==> config.mk <==
export PLATFORM = sky130hd
export DESIGN_NAME = block_keyed_word_decryptor_core_flat
export DESIGN_NICKNAME = d
export VERILOG_FILES = /design/src/design/bkwd_pkg.sv /design/src/design/bkwd_if.sv /design/src/design/block_keyed_word_decryptor_core.sv /design/src/design/bkwd_step.sv /design/src/flat_wrapper.sv
export SDC_FILE = /design/constraint.sdc
export NUM_CORES = 1
export LEC_CHECK = 0
export ABC_AREA = 0
export BUFFER_PORTS_ARGS = -buffer_cell sky130_fd_sc_hd__buf_2
export CAP_MARGIN = 15
export CORE_MARGIN = 1
export CORE_UTILIZATION = 55
export DETAILED_ROUTE_END_ITERATION = 8
export GPL_ROUTABILITY_DRIVEN = 0
export PLACE_DENSITY = 0.76
export SYNTH_ARGS = -nofsm -noshare
export SYNTH_HDL_FRONTEND = slang
export SYNTH_SLANG_ARGS = --single-unit
==> constraint.sdc <==
create_clock -name clk_i -period 6.15 [get_ports clk_i]
set_input_delay 0.9225 -clock clk_i [delete_from_list [all_inputs] [get_ports clk_i]]
set_output_delay 0.9225 -clock clk_i [all_outputs]
set_load 0.02 [all_outputs]
==> src/design/bkwd_pkg.sv <==
// Package for the block keyed word decryptor: widths, key and chaining
// constants, configuration register indexes and the shared structs.
// No dependencies.
`timescale 1ns / 1ps

package bkwd_pkg;

  localparam int unsigned MAX_BLOCK_WORDS = 16384;
  localparam int unsigned POS_W           = $clog2(MAX_BLOCK_WORDS);
  localparam int unsigned LEN_W           = 15;
  localparam int unsigned WORD_W          = 32;

  localparam logic [LEN_W-1:0] MIN_LEN     = LEN_W'(2);
  localparam logic [LEN_W-1:0] MAX_LEN     = LEN_W'(MAX_BLOCK_WORDS);
  localparam logic [LEN_W-1:0] RESET_LEN   = LEN_W'(4096);

  localparam logic [WORD_W-1:0] KEY_CHAIN_A = 32'h0000_5CA8;
  localparam logic [WORD_W-1:0] KEY_CHAIN_B = 32'h0000_D13F;

  localparam logic [WORD_W-1:0] CHAIN_SUB_A = 32'h50A4_A89D;
  localparam logic [WORD_W-1:0] CHAIN_SUB_B = 32'h3AF7_0BC4;
  localparam logic [WORD_W-1:0] CHAIN_ADD_C = 32'h0709_1971;
  localparam logic [WORD_W-1:0] CHAIN_SUB_D = 32'h11E6_7319;
  localparam logic [WORD_W-1:0] LOW_MASK    = 32'h0000_FFFF;

  // Configuration register indexes.
  localparam logic CFG_CIPHER_KEY      = 1'b0;
  localparam logic CFG_WORDS_PER_BLOCK = 1'b1;

  typedef struct packed {
    logic [POS_W-1:0]  word_position;
    logic              past_first_block;
    logic [WORD_W-1:0] previous_cipher;
    logic [WORD_W-1:0] running_sum;
  } blk_state_t;

  typedef struct packed {
    logic [WORD_W-1:0] plain_word;
    logic              is_check_slot;
    logic              check_failed;
  } result_t;

endpackage

==> src/design/bkwd_if.sv <==
// Request and result channel interfaces of the block keyed word decryptor.
// No dependencies.
`timescale 1ns / 1ps

interface bkwd_in_if;
  logic        valid;
  logic        ready;
  logic [31:0] cipher_word;
  logic        stream_start;

  modport source (output valid, output cipher_word, output stream_start, input ready);
  modport sink   (input valid, input cipher_word, input stream_start, output ready);
endinterface

interface bkwd_out_if;
  logic        valid;
  logic        ready;
  logic [31:0] plain_word;
  logic        is_check_slot;
  logic        check_failed;

  modport source (output valid, output plain_word, output is_check_slot,
                  output check_failed, input ready);
  modport sink   (input valid, input plain_word, input is_check_slot,
                  input check_failed, output ready);
endinterface

==> src/design/block_keyed_word_decryptor_core.sv <==
// Block keyed word decryptor: one decrypted result per ciphertext request,
// one request a cycle while the result queue has room. One pass of decode
// logic sits between an input register and a two-entry result queue, so a
// full queue never stalls the request side combinationally. Each request is
// registered in the input stage, then written to the queue, raising result
// valid. Sustained rate is one word per cycle while the sink keeps up, set by
// the single state update per word. Depends on bkwd_pkg, bkwd_if, bkwd_step.
`timescale 1ns / 1ps

module block_keyed_word_decryptor_core
  import bkwd_pkg::*;
(
  input  logic               clk_i,
  input  logic               rst_ni,
  input  logic               cfg_we_i,
  input  logic               cfg_idx_i,
  input  logic [WORD_W-1:0]  cfg_wdata_i,
  bkwd_in_if.sink            req_in_i,
  bkwd_out_if.source         res_out_o
);

  logic [WORD_W-1:0] key_q;
  logic [LEN_W-1:0]  len_q;

  logic              s1_valid_q;
  logic [WORD_W-1:0] s1_word_q;
  logic              s1_start_q;

  blk_state_t        state_q;
  blk_state_t        state_d;
  result_t           step_res;

  result_t           fifo_q [2];
  logic              wr_ptr_q;
  logic              rd_ptr_q;
  logic [1:0]        count_q;

  logic              fifo_room;
  logic              s1_adv;
  logic              in_acc;
  logic              out_acc;

  always_ff @(posedge clk_i or negedge rst_ni) begin
    if (!rst_ni) begin
      key_q <= '0;
      len_q <= RESET_LEN;
    end else if (cfg_we_i) begin
      unique case (cfg_idx_i)
        CFG_CIPHER_KEY:      key_q <= cfg_wdata_i;
        CFG_WORDS_PER_BLOCK: len_q <= cfg_wdata_i[LEN_W-1:0];
        default: ;
      endcase
    end
  end

  assign fifo_room      = (count_q != 2'd2);
  assign s1_adv         = s1_valid_q && fifo_room;
  assign req_in_i.ready = !s1_valid_q || fifo_room;
  assign in_acc         = req_in_i.valid && req_in_i.ready;
  assign out_acc        = res_out_o.valid && res_out_o.ready;

  always_ff @(posedge clk_i or negedge rst_ni) begin
    if (!rst_ni) begin
      s1_valid_q <= 1'b0;
    end else if (req_in_i.ready) begin
      s1_valid_q <= req_in_i.valid;
    end
  end

  always_ff @(posedge clk_i) begin
    if (in_acc) begin
      s1_word_q  <= req_in_i.cipher_word;
      s1_start_q <= req_in_i.stream_start;
    end
  end

  bkwd_step u_step (
    .state_i           (state_q),
    .cipher_word_i     (s1_word_q),
    .stream_start_i    (s1_start_q),
    .cipher_key_i      (key_q),
    .words_per_block_i (len_q),
    .state_o           (state_d),
    .result_o          (step_res)
  );

  always_ff @(posedge clk_i or negedge rst_ni) begin
    if (!rst_ni) begin
      state_q <= '0;
    end else if (s1_adv) begin
      state_q <= state_d;
    end
  end

  // Result queue: written as the input stage drains, read by the sink.
  always_ff @(posedge clk_i) begin
    if (s1_adv) begin
      fifo_q[wr_ptr_q] <= step_res;
    end
  end

  always_ff @(posedge clk_i or negedge rst_ni) begin
    if (!rst_ni) begin
      wr_ptr_q <= 1'b0;
      rd_ptr_q <= 1'b0;
      count_q  <= 2'd0;
    end else begin
      if (s1_adv) begin
        wr_ptr_q <= ~wr_ptr_q;
      end
      if (out_acc) begin
        rd_ptr_q <= ~rd_ptr_q;
      end
      count_q <= count_q + {1'b0, s1_adv} - {1'b0, out_acc};
    end
  end

  assign res_out_o.valid         = (count_q != 2'd0);
  assign res_out_o.plain_word    = fifo_q[rd_ptr_q].plain_word;
  assign res_out_o.is_check_slot = fifo_q[rd_ptr_q].is_check_slot;
  assign res_out_o.check_failed  = fifo_q[rd_ptr_q].check_failed;

endmodule

==> src/design/bkwd_step.sv <==
// Combinational decode of one word: block position, key or chained decode,
// running sum and checksum compare. Depends on bkwd_pkg.
`timescale 1ns / 1ps

module bkwd_step
  import bkwd_pkg::*;
(
  input  blk_state_t        state_i,
  input  logic [WORD_W-1:0] cipher_word_i,
  input  logic              stream_start_i,
  input  logic [WORD_W-1:0] cipher_key_i,
  input  logic [LEN_W-1:0]  words_per_block_i,
  output blk_state_t        state_o,
  output result_t           result_o
);

  blk_state_t        cur;
  logic [LEN_W-1:0]  blk_len;
  logic              at_check;
  logic              chained;
  logic [WORD_W-1:0] prev;
  logic [WORD_W-1:0] kw;
  logic [WORD_W-1:0] c;
  logic [WORD_W-1:0] chain_plain;
  logic [WORD_W-1:0] plain;

  // A stream start wipes all state before this word is used.
  assign cur = stream_start_i ? '0 : state_i;

  always_comb begin
    if (words_per_block_i < MIN_LEN) begin
      blk_len = MIN_LEN;
    end else if (words_per_block_i > MAX_LEN) begin
      blk_len = MAX_LEN;
    end else begin
      blk_len = words_per_block_i;
    end
  end

  // Any position at or past the last slot closes the block.
  assign at_check = {1'b0, cur.word_position} >= (blk_len - LEN_W'(1));

  assign chained = cur.past_first_block &&
                   ((cipher_key_i == KEY_CHAIN_A) || (cipher_key_i == KEY_CHAIN_B));

  assign prev = cur.previous_cipher;
  assign c    = cipher_word_i;

  always_comb begin
    case (prev[17:16])
      2'd0:    kw = prev - CHAIN_SUB_A;
      2'd1:    kw = CHAIN_SUB_B - prev;
      2'd2:    kw = {prev[30:0] + CHAIN_ADD_C[30:0], 1'b0};
      default: kw = {CHAIN_SUB_D[30:0] - prev[30:0], 1'b0};
    endcase
  end

  always_comb begin
    case (c[1:0])
      2'd0:    chain_plain = ~c ^ kw;
      2'd1:    chain_plain = c ^ kw;
      2'd2:    chain_plain = c ^ ~kw;
      default: chain_plain = c ^ kw ^ LOW_MASK;
    endcase
  end

  assign plain = chained ? chain_plain : (c ^ cipher_key_i);

  always_comb begin
    state_o  = cur;
    result_o = '0;
    if (at_check) begin
      result_o.is_check_slot   = 1'b1;
      result_o.check_failed    = (c != cur.running_sum);
      state_o.past_first_block = 1'b1;
      state_o.word_position    = '0;
      state_o.previous_cipher  = '0;
      state_o.running_sum      = '0;
    end else begin
      result_o.plain_word   = plain;
      state_o.running_sum   = cur.running_sum + plain;
      state_o.word_position = cur.word_position + POS_W'(1);
      if (chained) begin
        state_o.previous_cipher = c;
      end
    end
  end

endmodule

==> src/flat_wrapper.sv <==
// flat-port wrapper written by rule: the top's interface ports become plain ports
module block_keyed_word_decryptor_core_flat import bkwd_pkg::*;
  (clk_i, rst_ni, cfg_we_i, cfg_idx_i, cfg_wdata_i, req_in_i_valid, req_in_i_cipher_word, req_in_i_stream_start, req_in_i_ready, res_out_o_valid, res_out_o_plain_word, res_out_o_is_check_slot, res_out_o_check_failed, res_out_o_ready);
  bkwd_in_if req_in_i_i ();
  bkwd_out_if res_out_o_i ();
  input  logic clk_i;
  input  logic rst_ni;
  input  logic cfg_we_i;
  input  logic cfg_idx_i;
  input  logic [WORD_W-1:0] cfg_wdata_i;
  input wire logic [$bits(req_in_i_i.valid)-1:0] req_in_i_valid;
  input wire logic [$bits(req_in_i_i.cipher_word)-1:0] req_in_i_cipher_word;
  input wire logic [$bits(req_in_i_i.stream_start)-1:0] req_in_i_stream_start;
  output wire logic [$bits(req_in_i_i.ready)-1:0] req_in_i_ready;
  output wire logic [$bits(res_out_o_i.valid)-1:0] res_out_o_valid;
  output wire logic [$bits(res_out_o_i.plain_word)-1:0] res_out_o_plain_word;
  output wire logic [$bits(res_out_o_i.is_check_slot)-1:0] res_out_o_is_check_slot;
  output wire logic [$bits(res_out_o_i.check_failed)-1:0] res_out_o_check_failed;
  input wire logic [$bits(res_out_o_i.ready)-1:0] res_out_o_ready;
  assign req_in_i_i.valid = req_in_i_valid;
  assign req_in_i_i.cipher_word = req_in_i_cipher_word;
  assign req_in_i_i.stream_start = req_in_i_stream_start;
  assign req_in_i_ready = req_in_i_i.ready;
  assign res_out_o_valid = res_out_o_i.valid;
  assign res_out_o_plain_word = res_out_o_i.plain_word;
  assign res_out_o_is_check_slot = res_out_o_i.is_check_slot;
  assign res_out_o_check_failed = res_out_o_i.check_failed;
  assign res_out_o_i.ready = res_out_o_ready;
  block_keyed_word_decryptor_core u_core (.clk_i(clk_i), .rst_ni(rst_ni), .cfg_we_i(cfg_we_i), .cfg_idx_i(cfg_idx_i), .cfg_wdata_i(cfg_wdata_i), .req_in_i(req_in_i_i), .res_out_o(res_out_o_i));
endmodule
==> out/results.ini <==
[status]
status=complete, no violations

[sta]
slew_violations=0
setup_viol=0
fin_crit_sh_pct=93.7
holdWs_ns=0.377
worst_slew_pin_slew_ns=1.09
grt_setup_unrepaired=no
fmax_mhz=174
setup_tns_ns=0
hold_viol_final=0
period_needed_ns=5.76
max_slew_margin_pct=27.0
worst_slack_ns=0.389
finalClockSkew_ns=0.0240

[cts]
cts_tree=done
cts_root_buffer=clkbuf_16
path_clk_slew_ns=0.06
cts_buffer_depth=3
cts_max_level=1
numCtsBuffers=27
hold_buffers=0
clock_latency_ns=0.55
cts_sinks=232

[synthesis]
ys_top_cells_by_area=dfrtp_1 20%, edfxtp_1 19%, xnor2_1 6.0%, mux2_2 5.5%, ha_1 4.2%
ys_seq_elements=232
netlist_area_um2=16300
yosysUniqueCellTypes=99
synth_cells=1715
yosysTopAreaCellShare_pct=20.0
synth-edff-count=101
synth_top_area_cell=dfrtp_1
synthXorXnorAreaFrac_pct=8.44
async_flop_share_pct=56.5
yosys-mux-area-fraction_pct=6.36
synth_top_family_by_area=compound AO/OA/AOI/OAI gates
ys_warn_count=0
seq_area_frac_synth_pct=38.8
synth_fp_nets=1841
avgSynthCellArea_um2=9.48
synthSimpleGateAreaFrac_pct=17.2
ys.flop_type=dfrtp_1
synth_compound_area_share_pct=21.1
synthAdderAreaFrac_pct=4.28

[routing]
wl_per_cell_um=21.9
vias_per_cell=6.60
wirelength_um=47500
first_pass_iters=7
drc=0
drt_iter0_drc=1738
vias=14400
postRouteAntennaNets=0

[setup_path]
start_kind=register
cp.required_ns=6.58
cp_top_family=compound AO/OA/AOI/OAI gates
crit_arrival_ns=6.19
crit_buf_inv=1
crit_slowest_cell=nand3_1
cpPeakStageDelay_ns=0.47
cp_max_fo=27
crit_chain=nor4_1, nand3_1, a2111oi_4, buf_4, nand3_1, a21oi_1, a311o_1, xor2_1, ha_1, nand3_1, nor2_1, a221oi_1, a21boi_0, a311o_1, nand4_1, and3_1, o21ai_0, a31oi_1, xnor3_1, o221ai_1
cp-end-kind=register
critPathKind=register to register
cp_common_cell=nand3_1

[global_route]
grt_max_degree=76
met3_usage_pct=4.37
met2_usage_pct=50.1
antenna_found_initial=1
overflow=0
top_usage_layer=met2
gr-usage-met1_pct=41.8
grt_first_pass_wirelength_um=74800
grt_usage_pct=31.2
grt_pass1_vias=13700

[cells_and_area]
final-seq-area_um2=6320
drive_gt1_share_pct=18.1
fill_cells=2369
fin_nets=1894
mostFrequentLayoutCells=127 x nand2_1, 127 x dfrtp_1, 111 x xnor2_1, 105 x buf_2, 103 x a21oi_1
multi_input_area_um2=9420
syn_to_final_growth_pct=11.5

[floorplanning]
start_util_pct=56.3
die_h_um=174
core-area_um2=28900
die_w_um=174
design.die.area_um2=30200
rows=62
io_pins=107

[flow_run]
cap_violations=0

[placement]
portBuffers=106
place_ws_ns=0.320
hpwl_um=33300

[pwr]
p_leak_nw=7.21
power.density_nw_per_um2=353
peakVddDrop_mv=0.310

[min_path]
worst_hold_path_type=primary input to async pin

[cell type report]
type / count / area share (%)
Antenna cell: 1 / 0.0138
Sequential cell: 232 / 34.9
Multi-Input combinational cell: 1330 / 52.0
Clock inverter: 19 / 0.967
Tap cell: 384 / 2.65
Timing Repair Buffer: 142 / 4.68
Clock buffer: 31 / 4.09
Inverter: 35 / 0.725
[kinds of logic (layout without fill, tap and decap cells)]
family / count (synthesis) / in the layout
AOI/OAI and AO/OA: 492 / 492
and+or+nand+nor: 535 / 535
adders and majority gates: 55 / 55
buffers and inverters: 153 / 227
other: 0 / 1
xor gates and xnor gates: 155 / 155
muxes: 93 / 93
DFF: 232 / 232
[Yosys cell counts (all sizes together) (18+ instances only)]
cell type / n
xor2: 43
nor3: 40
ha: 54
nand2: 128
a211oi: 21
buf: 40
nand2b: 18
a22o: 43
clkbuf: 78
a21o: 23
and3: 25
mux2: 82
a31oi: 24
inv: 33
o31ai: 26
o21ai: 100
dfrtp: 130
a21oi: 107
nor2: 95
nand3: 41
edfxtp: 101
xnor2: 111
nor2b: 92
[metal layers]
layer	vias up	wire length [um]
met2	809	21800
li1	6445	-
met5	-	0
met4	0	2340
met3	168	3940
met1	6928	19400
[state kept, by name, indices dropped and copies added, names as in the netlist]
name	flops
u_core.key_q	32
u_core.state_q	79
u_core.len_q	15
u_core.fifo_q	68
u_core.count_q	2
u_core.s1_start_q	1
u_core.s1_word_q	32
u_core.rd_ptr_q	1
u_core.wr_ptr_q	1
u_core.s1_valid_q	1
[final timing paths]
check / from / to / slack [ns] / depth (start not counted)
worst max-delay path: u_core.key_q[31] / u_core.state_q[31] / 0.39 / 20
worst min-delay path: rst_ni / u_core.state_q[63] / 0.38 / 1
worst max register to register: u_core.key_q[31] / u_core.state_q[31] / 0.39 / 20
worst min register to register: u_core.state_q[13] / u_core.state_q[13] / 0.47 / 2
max in group asynchronous: rst_ni / u_core.key_q[2] / 4.42 / 2
min in group clk_i: u_core.state_q[13] / u_core.state_q[13] / 0.47 / 2
[power by group]
| group | total, W | internal, W | switching, W |
|---|---|---|---|
| registers | 0.00231 | 0.00206 | 0.000252 |
| logic | 0.00245 | 0.00102 | 0.00143 |
| clock network | 0.00163 | 0.000959 | 0.000672 |
[repair_timing]
item | in CTS | in global routing
setup buffers | 0 | 0
gates resized for setup | 0 | 16
setup endpoints to repair | 0 | 1
[metrics by stage]
step                utilization, %  area, um2  cells  total power, W
floorplan                        -      16300   1715         0.00405
global placement              59.4      17100   2123         0.00466
finish                        62.8      18100   2174         0.00639
CTS                           62.6      18100   2173         0.00640
global route                  62.8      18100   2173         0.00673
detailed placement            59.4      17100   2123         0.00474
No activity file was read; power rests on OpenSTA's default activity.
